<file path="src/sos_pkg.sv">
package sos_pkg;

	// Field widths fixed by the interface
	localparam int CNT_W     = 6;   // entry_count register
	localparam int IDX_W     = 5;   // entry_index and hit_index fields
	localparam int EXT_W     = 12;  // extent field, unsigned Q8.4
	localparam int IN_POS_W  = 16;  // pos_x / pos_y fields, signed Q12.4
	localparam int RAD_W     = EXT_W + 1;   // sum of two radii
	localparam int SQ_W      = 2 * RAD_W;   // squared radius / distance

	// Item modes
	localparam logic MODE_WRITE = 1'b0;
	localparam logic MODE_QUERY = 1'b1;

	// Shape kinds
	localparam logic KIND_SQUARE = 1'b0;
	localparam logic KIND_CIRCLE = 1'b1;

	typedef enum logic [1:0] {
		STS_WRITE = 2'd0,
		STS_NOHIT = 2'd1,
		STS_HIT   = 2'd2,
		STS_BAD   = 2'd3
	} status_t;

	typedef enum logic [2:0] {
		S_IDLE,
		S_QREAD,
		S_SCAN,
		S_DRAIN,
		S_RESP
	} state_t;

	// Tag that travels with an entry through the compare pipeline
	typedef struct packed {
		logic             vld;
		logic [CNT_W-1:0] idx;
	} tag_t;

endpackage

</file>
<file path="src/shape_overlap_scan_top.sv">
// Shape table with a first-hit overlap scan.
// Input channel (in_valid/in_ready) carries one transaction per item: mode 0
// writes an entry (pos_x, pos_y, extent, kind) at entry_index, mode 1 queries
// entry_index against entries 0 .. count-1 in order, skipping itself.
// Output channel (out_valid/out_ready) returns status and hit_index, one
// transaction per input item, in order. cfg_wr_en/cfg_wr_data set entry_count;
// write it only while the block is idle.
// A write or a bad query index passes from acceptance to the pending result
// register and then to the output register. A query reads its own entry, then
// one table entry per cycle from the table RAM; results come out of a 3-stage
// compare pipeline, and the first hit stops the scan. A miss is reported once
// the scan and the pipeline have drained. A new item is accepted only after
// the last one's result has been loaded into the output register.
// One item is in flight at a time.
// The result sits in an output register; the next item is accepted while it
// waits, and a stalled receiver only holds the following result back.
// Reset clears entry_count and the control state; table contents are not
// cleared and are undefined until written.
module shape_overlap_scan_top #(
	parameter int MAX_ENTRIES = 32,
	parameter int COORD_BITS  = 16
) (
	input  logic                              clk,
	input  logic                              arst_n,
	input  logic                              in_valid,
	output logic                              in_ready,
	input  logic                              mode,
	input  logic [sos_pkg::IDX_W-1:0]         entry_index,
	input  logic signed [sos_pkg::IN_POS_W-1:0] pos_x,
	input  logic signed [sos_pkg::IN_POS_W-1:0] pos_y,
	input  logic [sos_pkg::EXT_W-1:0]         extent,
	input  logic                              kind,
	output logic                              out_valid,
	input  logic                              out_ready,
	output logic [1:0]                        status,
	output logic [sos_pkg::IDX_W-1:0]         hit_index,
	input  logic                              cfg_wr_en,
	input  logic [sos_pkg::CNT_W-1:0]         cfg_wr_data
);

	localparam int ADDR_W = $clog2(MAX_ENTRIES);

	typedef struct packed {
		logic                         kind;
		logic [sos_pkg::EXT_W-1:0]    ext;
		logic signed [COORD_BITS-1:0] y;
		logic signed [COORD_BITS-1:0] x;
	} shape_t;

	shape_t shape_mem [MAX_ENTRIES];

	sos_pkg::state_t  state_q, state_d;
	sos_pkg::status_t res_status_q, out_status_q;
	logic [sos_pkg::CNT_W-1:0] entry_count_q, count_eff;
	logic [sos_pkg::CNT_W-1:0] scan_q, res_idx_q, out_hit_q;
	logic [sos_pkg::IDX_W-1:0] qidx_q;
	shape_t        query_q, rd_s1, wr_ent;
	sos_pkg::tag_t tag_s1, hit;
	logic          busy;
	logic          accept, bad_idx, mem_we, rd_en, issue, flush, done_nohit, out_load;
	logic [ADDR_W-1:0] rd_addr, wr_addr;

	// Effective count saturates at the table depth
	always_comb begin
		if (32'(entry_count_q) > MAX_ENTRIES) begin
			count_eff = sos_pkg::CNT_W'(MAX_ENTRIES);
		end else begin
			count_eff = entry_count_q;
		end
	end

	always_ff @(posedge clk or negedge arst_n) begin
		if (!arst_n) begin
			entry_count_q <= '0;
		end else if (cfg_wr_en) begin
			entry_count_q <= cfg_wr_data;
		end
	end

	// Control FSM: next state and strobes
	always_comb begin
		state_d    = state_q;
		in_ready   = 1'b0;
		issue      = 1'b0;
		flush      = 1'b0;
		done_nohit = 1'b0;
		out_load   = 1'b0;
		accept     = 1'b0;
		bad_idx    = ({1'b0, entry_index} >= count_eff);
		unique case (state_q)
			sos_pkg::S_IDLE: begin
				in_ready = 1'b1;
				accept   = in_valid;
				if (in_valid) begin
					if (mode == sos_pkg::MODE_WRITE || bad_idx) begin
						state_d = sos_pkg::S_RESP;
					end else begin
						state_d = sos_pkg::S_QREAD;
					end
				end
			end
			sos_pkg::S_QREAD: begin
				issue   = 1'b1;
				state_d = sos_pkg::S_SCAN;
			end
			sos_pkg::S_SCAN: begin
				if (hit.vld) begin
					flush   = 1'b1;
					state_d = sos_pkg::S_RESP;
				end else if (scan_q < count_eff) begin
					issue = 1'b1;
				end else begin
					state_d = sos_pkg::S_DRAIN;
				end
			end
			sos_pkg::S_DRAIN: begin
				if (hit.vld) begin
					flush   = 1'b1;
					state_d = sos_pkg::S_RESP;
				end else if (!tag_s1.vld && !busy) begin
					done_nohit = 1'b1;
					state_d    = sos_pkg::S_RESP;
				end
			end
			sos_pkg::S_RESP: begin
				if (!out_valid || out_ready) begin
					out_load = 1'b1;
					state_d  = sos_pkg::S_IDLE;
				end
			end
			default: begin
				state_d = sos_pkg::S_IDLE;
			end
		endcase
	end

	always_ff @(posedge clk or negedge arst_n) begin
		if (!arst_n) begin
			state_q <= sos_pkg::S_IDLE;
		end else begin
			state_q <= state_d;
		end
	end

	// Table RAM: one write port, one registered read port
	always_comb begin
		wr_addr     = ADDR_W'(entry_index);
		wr_ent.kind = kind;
		wr_ent.ext  = extent;
		wr_ent.x    = COORD_BITS'(pos_x);
		wr_ent.y    = COORD_BITS'(pos_y);
		mem_we      = accept && (mode == sos_pkg::MODE_WRITE) &&
		              (32'(entry_index) < MAX_ENTRIES);
		rd_en       = (accept && (mode == sos_pkg::MODE_QUERY) && !bad_idx) || issue;
		rd_addr     = (state_q == sos_pkg::S_IDLE) ? ADDR_W'(entry_index) : ADDR_W'(scan_q);
	end

	always_ff @(posedge clk) begin
		if (mem_we) begin
			shape_mem[wr_addr] <= wr_ent;
		end
		if (rd_en) begin
			rd_s1 <= shape_mem[rd_addr];
		end
	end

	// Scan counter, query index and query shape
	always_ff @(posedge clk or negedge arst_n) begin
		if (!arst_n) begin
			scan_q <= '0;
			qidx_q <= '0;
		end else if (accept) begin
			scan_q <= '0;
			qidx_q <= entry_index;
		end else if (issue) begin
			scan_q <= scan_q + 1'b1;
		end
	end

	always_ff @(posedge clk) begin
		if (state_q == sos_pkg::S_QREAD) begin
			query_q <= rd_s1;
		end
	end

	// Stage 1 tag follows the RAM read; the query's own entry is skipped
	always_ff @(posedge clk or negedge arst_n) begin
		if (!arst_n) begin
			tag_s1 <= '0;
		end else begin
			tag_s1.vld <= issue && !flush && (scan_q != {1'b0, qidx_q});
			tag_s1.idx <= scan_q;
		end
	end

	sos_overlap #(
		.COORD_BITS (COORD_BITS)
	) u_overlap (
		.clk    (clk),
		.arst_n (arst_n),
		.flush  (flush),
		.tag_in (tag_s1),
		.q_x    (query_q.x),
		.q_y    (query_q.y),
		.q_ext  (query_q.ext),
		.q_kind (query_q.kind),
		.o_x    (rd_s1.x),
		.o_y    (rd_s1.y),
		.o_ext  (rd_s1.ext),
		.o_kind (rd_s1.kind),
		.hit    (hit),
		.busy   (busy)
	);

	// Pending result
	always_ff @(posedge clk) begin
		if (accept) begin
			res_status_q <= (mode == sos_pkg::MODE_WRITE) ? sos_pkg::STS_WRITE : sos_pkg::STS_BAD;
			res_idx_q    <= '0;
		end else if (flush) begin
			res_status_q <= sos_pkg::STS_HIT;
			res_idx_q    <= hit.idx;
		end else if (done_nohit) begin
			res_status_q <= sos_pkg::STS_NOHIT;
			res_idx_q    <= '0;
		end
	end

	// Output register
	always_ff @(posedge clk or negedge arst_n) begin
		if (!arst_n) begin
			out_valid <= 1'b0;
		end else if (out_load) begin
			out_valid <= 1'b1;
		end else if (out_ready) begin
			out_valid <= 1'b0;
		end
	end

	always_ff @(posedge clk) begin
		if (out_load) begin
			out_status_q <= res_status_q;
			out_hit_q    <= res_idx_q;
		end
	end

	assign status    = out_status_q;
	assign hit_index = out_hit_q[sos_pkg::IDX_W-1:0];

	// A reported hit lies inside the scanned range
	a_hit_in_range: assert property (@(posedge clk) disable iff (!arst_n)
		out_valid && (out_status_q == sos_pkg::STS_HIT) |-> (out_hit_q < count_eff))
		else $error("hit index outside scanned range");

	// A query never reports itself
	a_hit_not_self: assert property (@(posedge clk) disable iff (!arst_n)
		(state_q == sos_pkg::S_RESP) && (res_status_q == sos_pkg::STS_HIT)
		|-> (res_idx_q != {1'b0, qidx_q}))
		else $error("query hit its own entry");

	// First hit stops the scan and empties the compare pipeline
	a_hit_flush: assert property (@(posedge clk) disable iff (!arst_n)
		((state_q == sos_pkg::S_SCAN) || (state_q == sos_pkg::S_DRAIN)) && hit.vld
		|=> !tag_s1.vld && !busy && (state_q == sos_pkg::S_RESP))
		else $error("scan not stopped after hit");

endmodule

</file>
<file path="src/sos_overlap.sv">
// Overlap compare pipeline: query shape against one table entry.
// Stage 2 forms the per-axis gaps and the test radius, stage 3 squares them,
// the hit decision is combinational on the stage 3 registers.
module sos_overlap #(
	parameter int COORD_BITS = 16
) (
	input  logic                         clk,
	input  logic                         arst_n,
	input  logic                         flush,
	input  sos_pkg::tag_t                tag_in,
	input  logic signed [COORD_BITS-1:0] q_x,
	input  logic signed [COORD_BITS-1:0] q_y,
	input  logic [sos_pkg::EXT_W-1:0]    q_ext,
	input  logic                         q_kind,
	input  logic signed [COORD_BITS-1:0] o_x,
	input  logic signed [COORD_BITS-1:0] o_y,
	input  logic [sos_pkg::EXT_W-1:0]    o_ext,
	input  logic                         o_kind,
	output sos_pkg::tag_t                hit,
	output logic                         busy
);

	// Wide enough for a coordinate plus an extent, and for any gap
	localparam int WD = ((COORD_BITS > sos_pkg::RAD_W) ? COORD_BITS : sos_pkg::RAD_W) + 2;
	localparam int SUM_W = sos_pkg::SQ_W + 1;

	logic signed [WD-1:0] qx, qy, qhx, qhy, ox, oy, ohx, ohy;
	logic signed [WD-1:0] cx, cy, lox, loy, hix, hiy;
	logic [WD-1:0]        adx, ady;
	logic [sos_pkg::RAD_W-1:0] rad;
	logic                 c_is_q, cc, circ, ss;

	logic [WD-1:0]             adx_s2, ady_s2;
	logic [sos_pkg::RAD_W-1:0] rad_s2;
	logic                      ss_s2, circ_s2;
	sos_pkg::tag_t             tag_s2;

	logic [sos_pkg::RAD_W-1:0] ax, ay;
	logic                      rej;

	logic [sos_pkg::SQ_W-1:0]  dx2_s3, dy2_s3, r2_s3;
	logic                      rej_s3, ss_s3, circ_s3;
	sos_pkg::tag_t             tag_s3;

	logic [SUM_W-1:0]          dsum;
	logic                      hit_c;

	// Gap geometry. A circle-circle test is a circle against a point box at
	// the other centre, with the radii summed.
	always_comb begin
		qx  = WD'(q_x);
		qy  = WD'(q_y);
		ox  = WD'(o_x);
		oy  = WD'(o_y);
		qhx = qx + $signed(WD'(q_ext));
		qhy = qy + $signed(WD'(q_ext));
		ohx = ox + $signed(WD'(o_ext));
		ohy = oy + $signed(WD'(o_ext));

		ss = (ox <= qhx) && (qx <= ohx) && (oy <= qhy) && (qy <= ohy);

		c_is_q = (q_kind == sos_pkg::KIND_CIRCLE);
		cc     = (q_kind == sos_pkg::KIND_CIRCLE) && (o_kind == sos_pkg::KIND_CIRCLE);
		circ   = (q_kind == sos_pkg::KIND_CIRCLE) || (o_kind == sos_pkg::KIND_CIRCLE);

		cx  = c_is_q ? qx : ox;
		cy  = c_is_q ? qy : oy;
		lox = c_is_q ? ox : qx;
		loy = c_is_q ? oy : qy;
		hix = cc ? lox : (c_is_q ? ohx : qhx);
		hiy = cc ? loy : (c_is_q ? ohy : qhy);

		if (cx < lox) begin
			adx = $unsigned(lox - cx);
		end else if (cx > hix) begin
			adx = $unsigned(cx - hix);
		end else begin
			adx = '0;
		end
		if (cy < loy) begin
			ady = $unsigned(loy - cy);
		end else if (cy > hiy) begin
			ady = $unsigned(cy - hiy);
		end else begin
			ady = '0;
		end

		if (cc) begin
			rad = sos_pkg::RAD_W'(q_ext) + sos_pkg::RAD_W'(o_ext);
		end else begin
			rad = sos_pkg::RAD_W'(c_is_q ? q_ext : o_ext);
		end
	end

	// Stage 2 registers
	always_ff @(posedge clk or negedge arst_n) begin
		if (!arst_n) begin
			tag_s2 <= '0;
		end else if (flush) begin
			tag_s2 <= '0;
		end else begin
			tag_s2 <= tag_in;
		end
	end

	always_ff @(posedge clk) begin
		adx_s2  <= adx;
		ady_s2  <= ady;
		rad_s2  <= rad;
		ss_s2   <= ss;
		circ_s2 <= circ;
	end

	// Early reject keeps the squares narrow
	always_comb begin
		rej = (adx_s2 > WD'(rad_s2)) || (ady_s2 > WD'(rad_s2));
		ax  = adx_s2[sos_pkg::RAD_W-1:0];
		ay  = ady_s2[sos_pkg::RAD_W-1:0];
	end

	// Stage 3 registers: squares
	always_ff @(posedge clk or negedge arst_n) begin
		if (!arst_n) begin
			tag_s3 <= '0;
		end else if (flush) begin
			tag_s3 <= '0;
		end else begin
			tag_s3 <= tag_s2;
		end
	end

	always_ff @(posedge clk) begin
		dx2_s3  <= sos_pkg::SQ_W'(ax) * sos_pkg::SQ_W'(ax);
		dy2_s3  <= sos_pkg::SQ_W'(ay) * sos_pkg::SQ_W'(ay);
		r2_s3   <= sos_pkg::SQ_W'(rad_s2) * sos_pkg::SQ_W'(rad_s2);
		rej_s3  <= rej;
		ss_s3   <= ss_s2;
		circ_s3 <= circ_s2;
	end

	// Hit decision
	always_comb begin
		dsum  = SUM_W'(dx2_s3) + SUM_W'(dy2_s3);
		hit_c = circ_s3 ? (!rej_s3 && (dsum <= SUM_W'(r2_s3))) : ss_s3;
		hit.vld = tag_s3.vld && hit_c;
		hit.idx = tag_s3.idx;
	end

	assign busy = tag_s2.vld || tag_s3.vld;

endmodule

</file>
<file path="config.mk">
export PLATFORM = sky130hd
export DESIGN_NAME = shape_overlap_scan_top
export DESIGN_NICKNAME = d
export VERILOG_FILES = /design/src/sos_pkg.sv /design/src/shape_overlap_scan_top.sv /design/src/sos_overlap.sv
export SDC_FILE = /design/constraint.sdc
export NUM_CORES = 2
export LEC_CHECK = 0
export BUFFER_PORTS_ARGS = -buffer_cell sky130_fd_sc_hd__buf_2
export CAP_MARGIN = 20
export CORE_ASPECT_RATIO = 0.9
export CORE_MARGIN = 1.5
export CORE_UTILIZATION = 53
export CTS_CLUSTER_DIAMETER = 50
export DETAILED_ROUTE_END_ITERATION = 7
export HOLD_SLACK_MARGIN = 0.12
export PLACE_DENSITY_LB_ADDON = 0.3
export RECOVER_POWER = 100
export SLEW_MARGIN = 20
export SYNTH_ARGS = -nofsm -noshare
export SYNTH_HDL_FRONTEND = slang
export SYNTH_SLANG_ARGS = --single-unit
</file>
<file path="constraint.sdc">
create_clock -name clk -period 12.35 [get_ports clk]
set_input_delay 3.705 -clock clk [delete_from_list [all_inputs] [get_ports clk]]
set_output_delay 3.705 -clock clk [all_outputs]
set_load 0.02 [all_outputs]
</file>
# == After elaboration in Yosys (flattened, before gate mapping) ==
# Memory sizes are Yosys's and may differ from the RTL's. A register that Yosys moved wholly into a read port is not among the register bits.
# Cells that the tools add are included.
# word_totals
n_memories,1
mem_bits_rw,1440
ff_bits,232
elab_cells,151
in_bits,62
# classes
n_mux,51
reduce_logical,31
n_eq_ne,9
n_addsub,11
n_mul,3
order_cmp,14
n_bitwise,1
# memory_table
name,depth,word_bits,rd,rd_ports_with_merged_regs,write_ports,line_no,source
shape_mem,32,45,1,1,1,shape_overlap_scan_top.sv:50,shape_t shape_mem [MAX_ENTRIES];
# op_table
op,n
$mux W18,12
$mul A13 B13 Y26,3
$sub A18 B18 Y18,4
$add A16 B13 Y17,4
$le A16 B17 Y1,4
$gt A18 B13 Y1,2
$gt A18 B18 Y1,2
$lt A18 B18 Y1,2
$add A26 B26 Y27,1
$le A27 B26 Y1,1
$mux W3,7
$mux W6,3
$mux W1,16
$mux W5,3
$pmux W3 S5,1
$mux W7,2
$add A12 B12 Y13,1
$mux W13,1
$logic_and A1 B1 Y1,12
$mux W12,1
$mux W2,4
$add A6 B1 Y6 const B,1
$eq A3 B2 Y1 const B,2
$ge A5 B6 Y1,1
other kinds (16),30

# == Depth between registers and ports, before layout ==
# depth
ltp_word,10
mapped_depth,27
depth_no_buf,26

# == Modules after synthesis ==
# A second synthesis with hierarchy kept.
# unflattened
cells_unflattened,7422
area_unflattened_um2,90927.2
# modules_own_cells
module,cells_each,area_per_inst_um2,seq_area_each_um2,instances
shape_overlap_scan_top,3850,61685.4,47015.1,1
sos_overlap,3572,29241.8,2932.8,1

# == Least setup slack after synthesis ==
# OpenSTA, ideal clock, no wires.
# synth_timing
path_kind,input port to flip-flop
startpoint,input port entry_index[0] (netlist name)
endpoint,"register, netlist name rd_s1[0]"
setup_time_ns,0.510
path_buffers,0
t_arrival_ns,7.974
stages,10
path_slack_ns,3.866
t_required_ns,11.840
path_cell_list,inv_1 ha_1 nand2b_1 a21oi_1 nor2b_1 o21ai_0 nand2b_1 a21oi_1 o21ai_0 o21ai_0
# synth_between
elab_chain_cells,4
word_cells_on_any_way,5
classes_between,order compare: 1; mux: 1; reduce/logical: 3
# synth_lines
element,line_no,source
start: declaration,shape_overlap_scan_top.sv:28,"input logic [sos_pkg::IDX_W-1:0] entry_index,"
$ge A5 B6 Y1,shape_overlap_scan_top.sv:89,"bad_idx = ({1'b0, entry_index} >= count_eff);"
$logic_not A1 Y1,shape_overlap_scan_top.sv:154,rd_en = (accept && (mode == sos_pkg::MODE_QUERY) && !bad_idx) || issue;
$logic_and A1 B1 Y1,shape_overlap_scan_top.sv:154,
$logic_or A1 B1 Y1,shape_overlap_scan_top.sv:154,
net rd_en,shape_overlap_scan_top.sv:60,"logic accept, bad_idx, mem_we, rd_en, issue, flush, done_nohit, out_load;"
# The timed path passes the listed nets, and every way through them passes these cells.
# A chain may end at the register's enable or synchronous reset.

# == Worst setup path in the final report ==
# layout_timing
startpoint,input port entry_index[2] (netlist name)
endpoint,"register, netlist name rd_s1[24]"
# layout_between
elab_chain_cells,4
word_cells_on_any_way,5
classes_between,order compare: 1; mux: 1; reduce/logical: 3
# layout_lines
element,line_no
$ge A5 B6 Y1,shape_overlap_scan_top.sv:89
$logic_not A1 Y1,shape_overlap_scan_top.sv:154
$logic_and A1 B1 Y1,shape_overlap_scan_top.sv:154
$logic_or A1 B1 Y1,shape_overlap_scan_top.sv:154
# Parallel ways exist; a longest one is shown, timed or not.

==> results.yml <==
finish:
  multi_input_area_um2: 35000
  final_layout_size_suffix_gt1_frac: 0.111
  finalCoreUtilization: 0.585
  ff_latch_area_um2: 49900
  fillerInstances: 12700
  final_net_count: 7211
  area_delta_synth_final_pct: 9.43
setup_path:
  cp_common_cell: "sky130_fd_sc_hd__clkbuf_1"
  path_cells: "clkbuf_1 > mux2_1 > clkbuf_1 > clkbuf_1 > nand3_1 > nand3_1 > o21ai_0"
  setup.reg_to_reg.worst_slack_ps: 3210
  critical_path.top_delay_family: "buffers and inverters"
  worstRegToRegCells: 24
  cpPeakStageDelay_ps: 2300
  crit_required_ps: 12910
  cp-startpoint: "entry_index[2]"
  timing.critical_path.depth: 7
  critical_path_arrival_ps: 10220
  r2r_start: "u_overlap.dy2_s3[3]"
  crit_end_category: "flip-flop"
  critical_path.slowest_cell: "sky130_fd_sc_hd__clkbuf_1"
  critical_path_class: "input port to flip-flop"
  crit_buf_inv: 3
  critical_path.reg2reg.endpoint: "rd_s1[32]"
  cp-endpoint: "rd_s1[24]"
  path_max_fanout: 38
  timing.critical_path.from_type: "input port"
timing:
  slew-limit-headroom: -1.98
  maxClockFrequency_mhz: 103
  final_max_slew_viols: 1946
  tightest_slew_ps: 4470
  rsz0062_at_grt: "false"
  setup_violations: 0
  final_min_period_over_clock_period: 0.783
  fin_tns_setup_ps: 0
  timing.final.crit_period_ps: 9670
  timing_hold_violations_final: 0
  fin_skew_ps: 85.9
drt:
  drt-total-wl_um: 223000
  via_count: 53300
  drt-wirelength-per-cell_um: 25.4
  detail_route.iter0.violations: 5528
  drt-vias-per-instance: 6.09
  ant_nets: 0
  drcViolationCount: 0
  drtPass1Iterations: 6
floorplan:
  number_of_placement_rows: 141
  die-area_um2: 168000
  chipWidth_um: 432
  floorplan.die.height_um: 389
  initial_core_util: 0.534
  floorplan.io_pins: 71
  core_region_area_um2: 164000
outcome:
  violations_in_the_final_reports: "max-capacitance violations, max-slew violations"
  run_status: "finished with violations"
cts:
  cts_max_level: 4
  tritoncts.num_buffers: 175
  root_buffer: "sky130_fd_sc_hd__clkbuf_16"
  cts.hold.buffers_added: 0
  tritoncts: "built"
  cts.clk_slew.worst_paths_ps: 60
  cts_buffer_depth: 3
  clock-sinks: 1712
  postCtsSetupBuffers: 0
  insertion_delay_ps: 850
  cts-resized-gates: 0
place:
  dpl.hpwl_um: 134000
  numPortBuffers: 70
  routabilityCongestion: 0.890
global_routing:
  global_route.overflow_total: 0
  grt_antenna_before_repair: 9
  grt_pass1_wl_um: 333000
  first_global_vias: 54000
  groute.layer.met3.usage: 0.0422
  grt_start_max_net_pins: 213
  met2_usage: 0.442
  groute.usage.overall: 0.267
  grt.met1_usage: 0.359
  grt_busiest_layer: "met2"
synthesis:
  synth_top_flop_cell: "sky130_fd_sc_hd__edfxtp_1"
  yosys_register_bits: 1712
  synth-edff-count: 1539
  synth.cell_area_um2: 87900
  synth.yosys.seq_area_share: 0.568
  ys.warnings.count: 0
  postSynthAreaPerCell_um2: 13.9
  syn_nets: 7132
  syn-instance-count: 6320
  ys_async_sr_fraction: 0.0228
  yosys.cell_types.count: 88
min_path:
  hold_path_class: "flip-flop to flip-flop"
job:
  drv_cap: 72
==> cells in the final DEF (no fill, tap or decap), drive strengths merged, types with 177 or more instances in the layout <==
master,synthesis,layout
fa,298,298
inv,544,557
nand3,276,276
o21ai,177,177
ha,452,452
clkbuf,180,323
mux4,360,360
edfxtp,1539,1539
a21oi,226,226
nand2,690,690
nor2,279,279
==> worst min path at each step <==
stage                 startpoint                end  slack, ps  cells after the start
2_1_floorplan  u_overlap.circ_s2  u_overlap.circ_s3        310                      0
3_3_place_gp   u_overlap.circ_s2  u_overlap.circ_s3        320                      0
3_5_place_dp   u_overlap.circ_s2  u_overlap.circ_s3        330                      0
4_1_cts          u_overlap.ss_s2    u_overlap.ss_s3        340                      0
5_1_grt          u_overlap.ss_s2    u_overlap.ss_s3        340                      0
6_report         u_overlap.ss_s2    u_overlap.ss_s3        330                      0
==> per-stage QoR <==
step / instance area, um^2 / hold slack [ps] / worst slack (ps) / std cells
after floorplan: 87900 / 310 / 3870 / 6320
after global placement: 91100 / 315 / 4850 / 8438
after detailed placement: 91100 / 327 / 4740 / 8438
after CTS: 96700 / 335 / 5540 / 8755
after global routing: 96200 / 338 / 2640 / 8757
final: 96200 / 330 / 2680 / 8759
==> per-layer routing <==
metal	vias up	share of wire
met2	2493	0.49
met4	6	0.033
met5	-	0.00015
met1	27100	0.39
li1	23300	-
met3	409	0.088
==> cell type report <==
cell class / count / area share
Antenna cell: 4 / 0.000104
Clock buffer: 214 / 0.0472
Clock inverter: 103 / 0.0114
Inverter: 552 / 0.0215
Multi-Input combinational cell: 3807 / 0.364
Sequential cell: 1712 / 0.519
Tap cell: 2216 / 0.0288
Timing Repair Buffer: 151 / 0.00816
==> state kept, by name (all words and copies together) (netlist names), 18 cells and up <==
signal            cells
u_overlap.dx2_s3     25
shape_mem          1440
u_overlap.ady_s2     18
rd_s1                45
u_overlap.r2_s3      25
query_q              45
u_overlap.adx_s2     18
u_overlap.dy2_s3     25
==> Yosys cell counts, drive strengths merged (18+ instances only) <==
master	n	area [um^2]
edfxtp	1539	46200
nand2	690	2590
inv	544	2040
ha	452	5660
mux4	360	8110
fa	298	5970
nor2	279	1050
nand3	276	1390
a21oi	226	1130
clkbuf	180	676
o21ai	177	886
xnor2	166	1450
dfxtp	134	2680
and2	105	657
o21bai	71	533
a21o	69	518
buf	69	297
nor2b	66	413
xor2	58	508
nand2b	52	325
nor3	41	205
dfrtp	39	976
mux2	38	428
nand4	36	225
mux2i	31	310
o21a	26	195
a211oi	22	165
o211ai	22	170
a31oi	21	131
or3	20	125
and3	18	113
==> cell families after synthesis <==
group           Yosys count  share of synthesized area
fa+ha+maj               762                      0.134
buf+inv                 801                     0.0346
other cells               1                  0.0000427
compound gates          759                     0.0563
flops                  1712                      0.568
simple gates           1632                     0.0849
mux                     429                      0.101
xor+xnor                224                     0.0223
Power is left out: the tool's default activity adds up to more than one toggle a clock period on the data nets, which glitch-free logic cannot reach.
